==> config.mk <==
export PLATFORM = sky130hd
export DESIGN_NAME = pointer_button_event_queue_core
export DESIGN_NICKNAME = d
export VERILOG_FILES = /design/src/rtl/pbeq_pkg.sv /design/src/rtl/pbeq_ram.sv /design/src/rtl/pbeq_ctrl.sv /design/src/rtl/pbeq_datapath.sv /design/src/rtl/pointer_button_event_queue_core.sv
export SDC_FILE = /design/constraint.sdc
export NUM_CORES = 1
export LEC_CHECK = 0
export BUFFER_PORTS_ARGS = -buffer_cell sky130_fd_sc_hd__buf_2
export CORE_ASPECT_RATIO = 0.9
export CORE_MARGIN = 5
export CORE_UTILIZATION = 40
export DETAILED_ROUTE_END_ITERATION = 12
export MAX_ROUTING_LAYER = met4
export PLACE_DENSITY = 0.67
export SLEW_MARGIN = 10
export SYNTH_ARGS = -nofsm -noshare
export SYNTH_HDL_FRONTEND = slang
export SYNTH_SLANG_ARGS = --single-unit
export TNS_END_PERCENT = 100
==> constraint.sdc <==
create_clock -name clock -period 23.8 [get_ports clock]
set_clock_uncertainty 0.05 [all_clocks]
set_input_delay 5.95 -clock clock [delete_from_list [all_inputs] [get_ports clock]]
set_output_delay 5.95 -clock clock [all_outputs]
set_load 0.1 [all_outputs]
==> src/rtl/pbeq_pkg.sv <==
// shared types and constants for the pointer button event queue
`timescale 1ns / 1ps

package pbeq_pkg;

   localparam int QUEUE_DEPTH = 16;
   localparam int IDX_W       = $clog2(QUEUE_DEPTH);

   localparam logic KIND_TRACK = 1'b0;
   localparam logic KIND_READ  = 1'b1;

   // one queued button event
   typedef struct packed {
      logic signed [15:0] ev_x;
      logic signed [15:0] ev_y;
      logic        [4:0]  ev_buttons;
      logic        [31:0] ev_stamp;
   } event_type;

   localparam int EVENT_W = $bits(event_type);

   // datapath to controller
   typedef struct packed {
      logic ring_nonempty;
      logic pending;
      logic out_free;
   } status_type;

   // controller to datapath
   typedef struct packed {
      logic track;
      logic read_ring;
      logic read_cur;
      logic read_none;
      logic load_fetched;
   } command_type;

endpackage

==> src/rtl/pbeq_ram.sv <==
// generic single write, single read ram with registered read data
`timescale 1ns / 1ps

module pbeq_ram #(
   parameter int WIDTH = 8,
   parameter int DEPTH = 16
) (
   input  logic                     clock,
   input  logic                     wr_en,
   input  logic [$clog2(DEPTH)-1:0] wr_addr,
   input  logic [WIDTH-1:0]         wr_data,
   input  logic                     rd_en,
   input  logic [$clog2(DEPTH)-1:0] rd_addr,
   output logic [WIDTH-1:0]         rd_data
);

   logic [WIDTH-1:0] mem [DEPTH];

   always_ff @(posedge clock) begin
      if (wr_en) begin
         mem[wr_addr] <= wr_data;
      end
      if (rd_en) begin
         rd_data <= mem[rd_addr];
      end
   end

endmodule

==> src/rtl/pbeq_ctrl.sv <==
// controller: accepts words and sequences ring reads
`timescale 1ns / 1ps

module pbeq_ctrl import pbeq_pkg::*; (
   input  logic        clock,
   input  logic        reset,
   input  logic        req_valid,
   input  logic        req_kind,
   output logic        req_ready,
   input  status_type  status,
   output command_type cmd
);

   typedef enum logic [1:0] {
      ST_IDLE  = 2'b01,
      ST_FETCH = 2'b10
   } state_type;

   state_type state_ff, state_in;
   logic      accept;
   logic      is_read;

   assign req_ready = (state_ff == ST_IDLE) && ((req_kind == KIND_TRACK) || status.out_free);
   assign accept    = req_valid && req_ready;
   assign is_read   = accept && (req_kind == KIND_READ);

   // a full ring always has a track since the last read, so pending covers it
   always_comb begin
      cmd.track        = accept && (req_kind == KIND_TRACK);
      cmd.read_ring    = is_read && status.pending && status.ring_nonempty;
      cmd.read_cur     = is_read && status.pending && !status.ring_nonempty;
      cmd.read_none    = is_read && !status.pending;
      cmd.load_fetched = (state_ff == ST_FETCH);
   end

   always_comb begin
      state_in = state_ff;
      unique case (state_ff)
         ST_IDLE: begin
            if (cmd.read_ring) begin
               state_in = ST_FETCH;
            end
         end
         ST_FETCH: state_in = ST_IDLE;
         default:  state_in = ST_IDLE;
      endcase
   end

   always_ff @(posedge clock) begin
      if (reset) begin
         state_ff <= ST_IDLE;
      end else begin
         state_ff <= state_in;
      end
   end

endmodule

==> src/rtl/pbeq_datapath.sv <==
// datapath: pointer state, ring indices, event ram and result register
`timescale 1ns / 1ps

module pbeq_datapath import pbeq_pkg::*; (
   input  logic               clock,
   input  logic               reset,
   input  command_type        cmd,
   output status_type         status,
   input  logic signed [15:0] req_in_x,
   input  logic signed [15:0] req_in_y,
   input  logic        [4:0]  req_in_buttons,
   input  logic               req_is_delta,
   input  logic        [31:0] req_now_ms,
   output logic               rsp_valid,
   input  logic               rsp_ready,
   output logic               rsp_available,
   output logic signed [15:0] rsp_out_x,
   output logic signed [15:0] rsp_out_y,
   output logic        [4:0]  rsp_out_buttons,
   output logic        [31:0] rsp_out_time
);

   function automatic logic [IDX_W-1:0] next_slot(input logic [IDX_W-1:0] idx);
      logic [IDX_W-1:0] res;
      if (idx == IDX_W'(QUEUE_DEPTH - 1)) begin
         res = '0;
      end else begin
         res = idx + 1'b1;
      end
      return res;
   endfunction

   logic signed [15:0] cur_x_ff, cur_y_ff;
   logic        [4:0]  cur_buttons_ff;
   logic        [31:0] cur_time_ff;
   logic [IDX_W-1:0]   wr_idx_ff, rd_idx_ff;
   logic               full_ff, pending_ff;
   logic               rsp_valid_ff, rsp_available_ff;
   event_type          rsp_event_ff;

   logic signed [15:0] new_x, new_y;
   logic               push;
   logic [IDX_W-1:0]   wr_next;
   event_type          new_event, fetched, cur_event;

   assign new_x = req_is_delta ? (cur_x_ff + req_in_x) : req_in_x;
   assign new_y = req_is_delta ? (cur_y_ff + req_in_y) : req_in_y;
   assign push  = cmd.track && !full_ff && (cur_buttons_ff != req_in_buttons);
   assign wr_next = next_slot(wr_idx_ff);

   assign new_event = '{ev_x: new_x, ev_y: new_y, ev_buttons: req_in_buttons,
                        ev_stamp: req_now_ms};
   assign cur_event = '{ev_x: cur_x_ff, ev_y: cur_y_ff, ev_buttons: cur_buttons_ff,
                        ev_stamp: cur_time_ff};

   pbeq_ram #(
      .WIDTH (EVENT_W),
      .DEPTH (QUEUE_DEPTH)
   ) u_ram (
      .clock   (clock),
      .wr_en   (push),
      .wr_addr (wr_idx_ff),
      .wr_data (new_event),
      .rd_en   (cmd.read_ring),
      .rd_addr (rd_idx_ff),
      .rd_data (fetched)
   );

   always_comb begin
      status.ring_nonempty = full_ff || (rd_idx_ff != wr_idx_ff);
      status.pending       = pending_ff;
      status.out_free      = !rsp_valid_ff || rsp_ready;
   end

   // pointer state and ring bookkeeping
   always_ff @(posedge clock) begin
      if (reset) begin
         cur_x_ff       <= '0;
         cur_y_ff       <= '0;
         cur_buttons_ff <= '0;
         cur_time_ff    <= '0;
         wr_idx_ff      <= '0;
         rd_idx_ff      <= '0;
         full_ff        <= 1'b0;
         pending_ff     <= 1'b0;
      end else begin
         if (cmd.track) begin
            cur_x_ff       <= new_x;
            cur_y_ff       <= new_y;
            cur_buttons_ff <= req_in_buttons;
            cur_time_ff    <= req_now_ms;
            pending_ff     <= 1'b1;
            if (push) begin
               wr_idx_ff <= wr_next;
               full_ff   <= (wr_next == rd_idx_ff);
            end
         end
         if (cmd.read_ring) begin
            rd_idx_ff <= next_slot(rd_idx_ff);
         end
         if (cmd.read_ring || cmd.read_cur) begin
            full_ff    <= 1'b0;
            pending_ff <= 1'b0;
         end
      end
   end

   // result register
   always_ff @(posedge clock) begin
      if (reset) begin
         rsp_valid_ff <= 1'b0;
      end else if (cmd.load_fetched || cmd.read_cur || cmd.read_none) begin
         rsp_valid_ff <= 1'b1;
      end else if (rsp_ready) begin
         rsp_valid_ff <= 1'b0;
      end
   end

   always_ff @(posedge clock) begin
      if (cmd.load_fetched) begin
         rsp_available_ff <= 1'b1;
         rsp_event_ff     <= fetched;
      end else if (cmd.read_cur) begin
         rsp_available_ff <= 1'b1;
         rsp_event_ff     <= cur_event;
      end else if (cmd.read_none) begin
         rsp_available_ff <= 1'b0;
         rsp_event_ff     <= '0;
      end
   end

   assign rsp_valid       = rsp_valid_ff;
   assign rsp_available   = rsp_available_ff;
   assign rsp_out_x       = rsp_event_ff.ev_x;
   assign rsp_out_y       = rsp_event_ff.ev_y;
   assign rsp_out_buttons = rsp_event_ff.ev_buttons;
   assign rsp_out_time    = rsp_event_ff.ev_stamp;

endmodule

==> src/rtl/pointer_button_event_queue_core.sv <==
// top level of the pointer button event queue
// track word: gives no result, next word may follow at once
// read word served from current state or as unavailable: result registered in the cycle after accept
// read word served from the ring: result goes through the registered ram read and the fetch
//    state into the result register; input held off while in the fetch state
// reset (synchronous, active high) clears pointer state, indices, flags and the result
//    valid flag at once; ring contents and result data are kept, with no clearing pass
`timescale 1ns / 1ps

module pointer_button_event_queue_core import pbeq_pkg::*; (
   input  logic               clock,
   input  logic               reset,
   // request channel
   input  logic               req_valid,
   output logic               req_ready,
   input  logic               req_kind,
   input  logic signed [15:0] req_in_x,
   input  logic signed [15:0] req_in_y,
   input  logic        [4:0]  req_in_buttons,
   input  logic               req_is_delta,
   input  logic        [31:0] req_now_ms,
   // response channel
   output logic               rsp_valid,
   input  logic               rsp_ready,
   output logic               rsp_available,
   output logic signed [15:0] rsp_out_x,
   output logic signed [15:0] rsp_out_y,
   output logic        [4:0]  rsp_out_buttons,
   output logic        [31:0] rsp_out_time
);

   // status up from the datapath, commands down from the controller
   status_type  status;
   command_type cmd;

   // controller decides which read path a word takes and holds off
   // the request side during the ram fetch cycle
   pbeq_ctrl u_ctrl (
      .clock     (clock),
      .reset     (reset),
      .req_valid (req_valid),
      .req_kind  (req_kind),
      .req_ready (req_ready),
      .status    (status),
      .cmd       (cmd)
   );

   // datapath keeps the pointer state, the event ring and the result register;
   // a track word may be taken while an earlier result still waits
   pbeq_datapath u_datapath (
      .clock           (clock),
      .reset           (reset),
      .cmd             (cmd),
      .status          (status),
      .req_in_x        (req_in_x),
      .req_in_y        (req_in_y),
      .req_in_buttons  (req_in_buttons),
      .req_is_delta    (req_is_delta),
      .req_now_ms      (req_now_ms),
      .rsp_valid       (rsp_valid),
      .rsp_ready       (rsp_ready),
      .rsp_available   (rsp_available),
      .rsp_out_x       (rsp_out_x),
      .rsp_out_y       (rsp_out_y),
      .rsp_out_buttons (rsp_out_buttons),
      .rsp_out_time    (rsp_out_time)
   );

endmodule

==> metrics.csv <==
metric;value;unit
cts-root-buf;clkbuf_16;
total_power;0.00498;W
peakVddDrop;0.0699;mV
layout-drive-gt1-share;27.8;%
grt_max_degree;165;
sequentialPowerShare;52.4;%
async_reset_ff_share;0;%
gp_congestion;0.768;
yosys.cell_count.top_type;edfxtp_1;
crit_fanout;4;
cts.sinks;1325;
r2r_start;u_ctrl.state_ff[0]$_SDFFE_PP1P_;
synth.avg_cell_area;20.0;µm²
p_int;0.00390;W
cts_resized;0;
r2r_end;u_datapath.u_ram.mem[6][9]$_DFFE_PP_;
io_pins;147;
fp.dieH;351;µm
placementRows;125;
antenna_found_initial;12;
p_sw_share;21.7;%
power_frac_comb;5.1;%
outcome;finished, final reports clean;
syn-instance-count;2584;
cts_tree;yes;
post-route-min-period;12.68;ns
arrival;6.68;ns
tightestPinTransition;1.18;ns
synth_top_area_share;72.2;%
finish.utilization;45.8;%
design.final.nets;2896;
min_period_over_period;53.3;%
initial_core_util;40.1;%
dieArea;0.136;mm²
worstSetupPathType;input pin to output port;
coreArea;0.129;mm²
portBuffers;146;
cap_violations;0;
ys.flop_type;edfxtp_1;
clock_path_buffers;3;
max_freq;78.9;MHz
synth_area_leaders;edfxtp_1, mux4_2, dfxtp_1;
worst-r2r-setup-slack;19.10;ns
whs_path_depth;2;
hold_viol_final;0;
post_cts_buffers;0;
vias;25900;
grt_pass1_vias;25700;
viasPerCell;5.62;
syn-num-nets;2696;
clkTransAtPathRegs;0.06;ns
grt-ovfl-total;0;
synth_area_leader_cell;edfxtp_1;
hp-start;u_datapath.rsp_available$_SDFFE_PP1P_;
whs_endpoint;u_datapath.rsp_available$_SDFFE_PP1P_;
h-tree-depth;4;
n_fill_cell;10600;
first_iter_violations;3215;
fin_setup_tns;0;ns
seq_area_frac_synth;75.4;%
p_switching;0.00108;W
power_density;84.4;mW/mm²
rsz0062_at_grt;no;
synthDistinctLibCells;60;
critPathCaptureType;output port;
stdcell_area;0.0590;mm²
crit_required;17.80;ns
grt_use_total;18.5;%
numCtsBuffers;133;
synth_seq_cells;1325;
dpl.hpwl;63.4;mm
drv_slew;0;
synth_edf_count;1242;
syn_to_final_growth;14.2;%
cts-hold-fix-buffers;0;
ant_nets;0;
firstDrtPassIters;6;
clock_latency;0.74;ns
routed_wl;123;mm
drc;0;
max-slew-margin-rel;21.3;%
crit_path_start_kind;input pin;
p_leak;18.1;nW
placed_area;0.0546;mm²
clockPowerShare;42.5;%
yosys-top-cells-count;edfxtp_1, mux4_2, nand2_1, a21oi_1, clkbuf_1;
grt_pass1_wl;180;mm
hp-class;register to register;
setup_viol;0;
reg2regPathDepth;7;
yosysWarnings;0;
syn_area;0.0516;mm²
fp.dieW;389;µm
wire_per_inst;26.7;µm
-- stage by stage --
stage               instances  setup slack, ns  hold slack [ns]
floorplan                2584            10.15            0.387
global placement         4363            11.08            0.388
detailed placement       4363            11.12            0.394
CTS                      4609            11.12            0.403
global route             4616            11.08            0.427
finish                   4616            11.12            0.400
-- flip-flops by register name, indices dropped and copies added, names as in the netlist, 4 cells and up --
name                        flops
u_datapath.cur_buttons_ff       5
u_datapath.cur_time_ff         32
u_datapath.cur_x_ff            16
u_datapath.cur_y_ff            16
u_datapath.rd_idx_ff            4
u_datapath.rsp_out_buttons      5
u_datapath.rsp_out_time        32
u_datapath.rsp_out_x           16
u_datapath.rsp_out_y           16
u_datapath.u_ram.mem         1104
u_datapath.u_ram.rd_data       69
u_datapath.wr_idx_ff            4
-- metal layers --
layer	share of wire (%)	GRT usage, %
met2	48	28.4
met4	1.8	4.51
met3	8.5	4.10
met5	0	-
met1	42	25.5
-- worst max-delay path: stages --
cell	delay, ns
buf_2	0.13
a31oi_1	0.15
buf_2	0.44
-- kinds of logic after synthesis --
family | share of synthesized area (%)
multiplexers | 15.7
buffers and inverters | 1.31
XOR/XNOR | 0.644
adder cells (fa/ha/maj) | 0.925
AO/OA/AOI/OAI | 2.92
flip-flops | 75.4
AND/OR/NAND/NOR | 3.11
-- power by group through the flow --
| stage | registers, W | logic, W | clock network (W) |
|---|---|---|---|
| 2_1_floorplan | 0.00272 | 0.000112 | 0 |
| 3_3_place_gp | 0.00266 | 0.000246 | 0 |
| 3_5_place_dp | 0.00266 | 0.000250 | 0 |
| 4_1_cts | 0.00261 | 0.000251 | 0.00215 |
| 5_1_grt | 0.00261 | 0.000269 | 0.00226 |
| 6_report | 0.00261 | 0.000252 | 0.00212 |
-- area by class of cell --
| class | instances | area (µm²) | area share [%] |
|---|---|---|---|
| timing repair buffer | 204 | 1210 | 2.04 |
| tap | 1714 | 2140 | 3.64 |
| multi-input combinational | 1103 | 12200 | 20.7 |
| inverter | 17 | 63.8 | 0.108 |
| clock buffer | 171 | 3600 | 6.10 |
| antenna | 7 | 17.5 | 0.0297 |
| clock inverter | 75 | 808 | 1.37 |
| sequential | 1325 | 39000 | 66.1 |
-- placed cells by master, fill, tap and decap left out, types with 6 or more instances in the layout --
cell       instances
edfxtp_1        1242
bufinv_16         15
mux4_2           345
nand2_1          275
inv_1             17
dfxtp_1           79
a311oi_1           6
a21oi_1          154
clkbuf_1          30
o21ai_0           22
mux2i_1            7
clkinv_1          25
nor2_1            62
a31oi_1            8
a211oi_1           6
diode_2            7
clkinv_2          21
nor3_1             7
buf_2            145
nand2b_1           7
mux2_2            22
inv_6              6
xor2_1            18
a21o_1             8
clkbuf_16        137
nand3_1            8
buf_4             56
o21a_1            12
xnor2_1           20
ha_1              35
nor2_4            13
-- how the worst max path moves through the flow --
stage               from         to  depth (start not counted)
2_1_floorplan  rsp_ready  req_ready                          2
3_3_place_gp    req_kind  req_ready                          3
3_5_place_dp    req_kind  req_ready                          3
4_1_cts         req_kind  req_ready                          3
5_1_grt         req_kind  req_ready                          3
6_report        req_kind  req_ready                          3
Note: power is estimated with default switching activity, not from simulation.
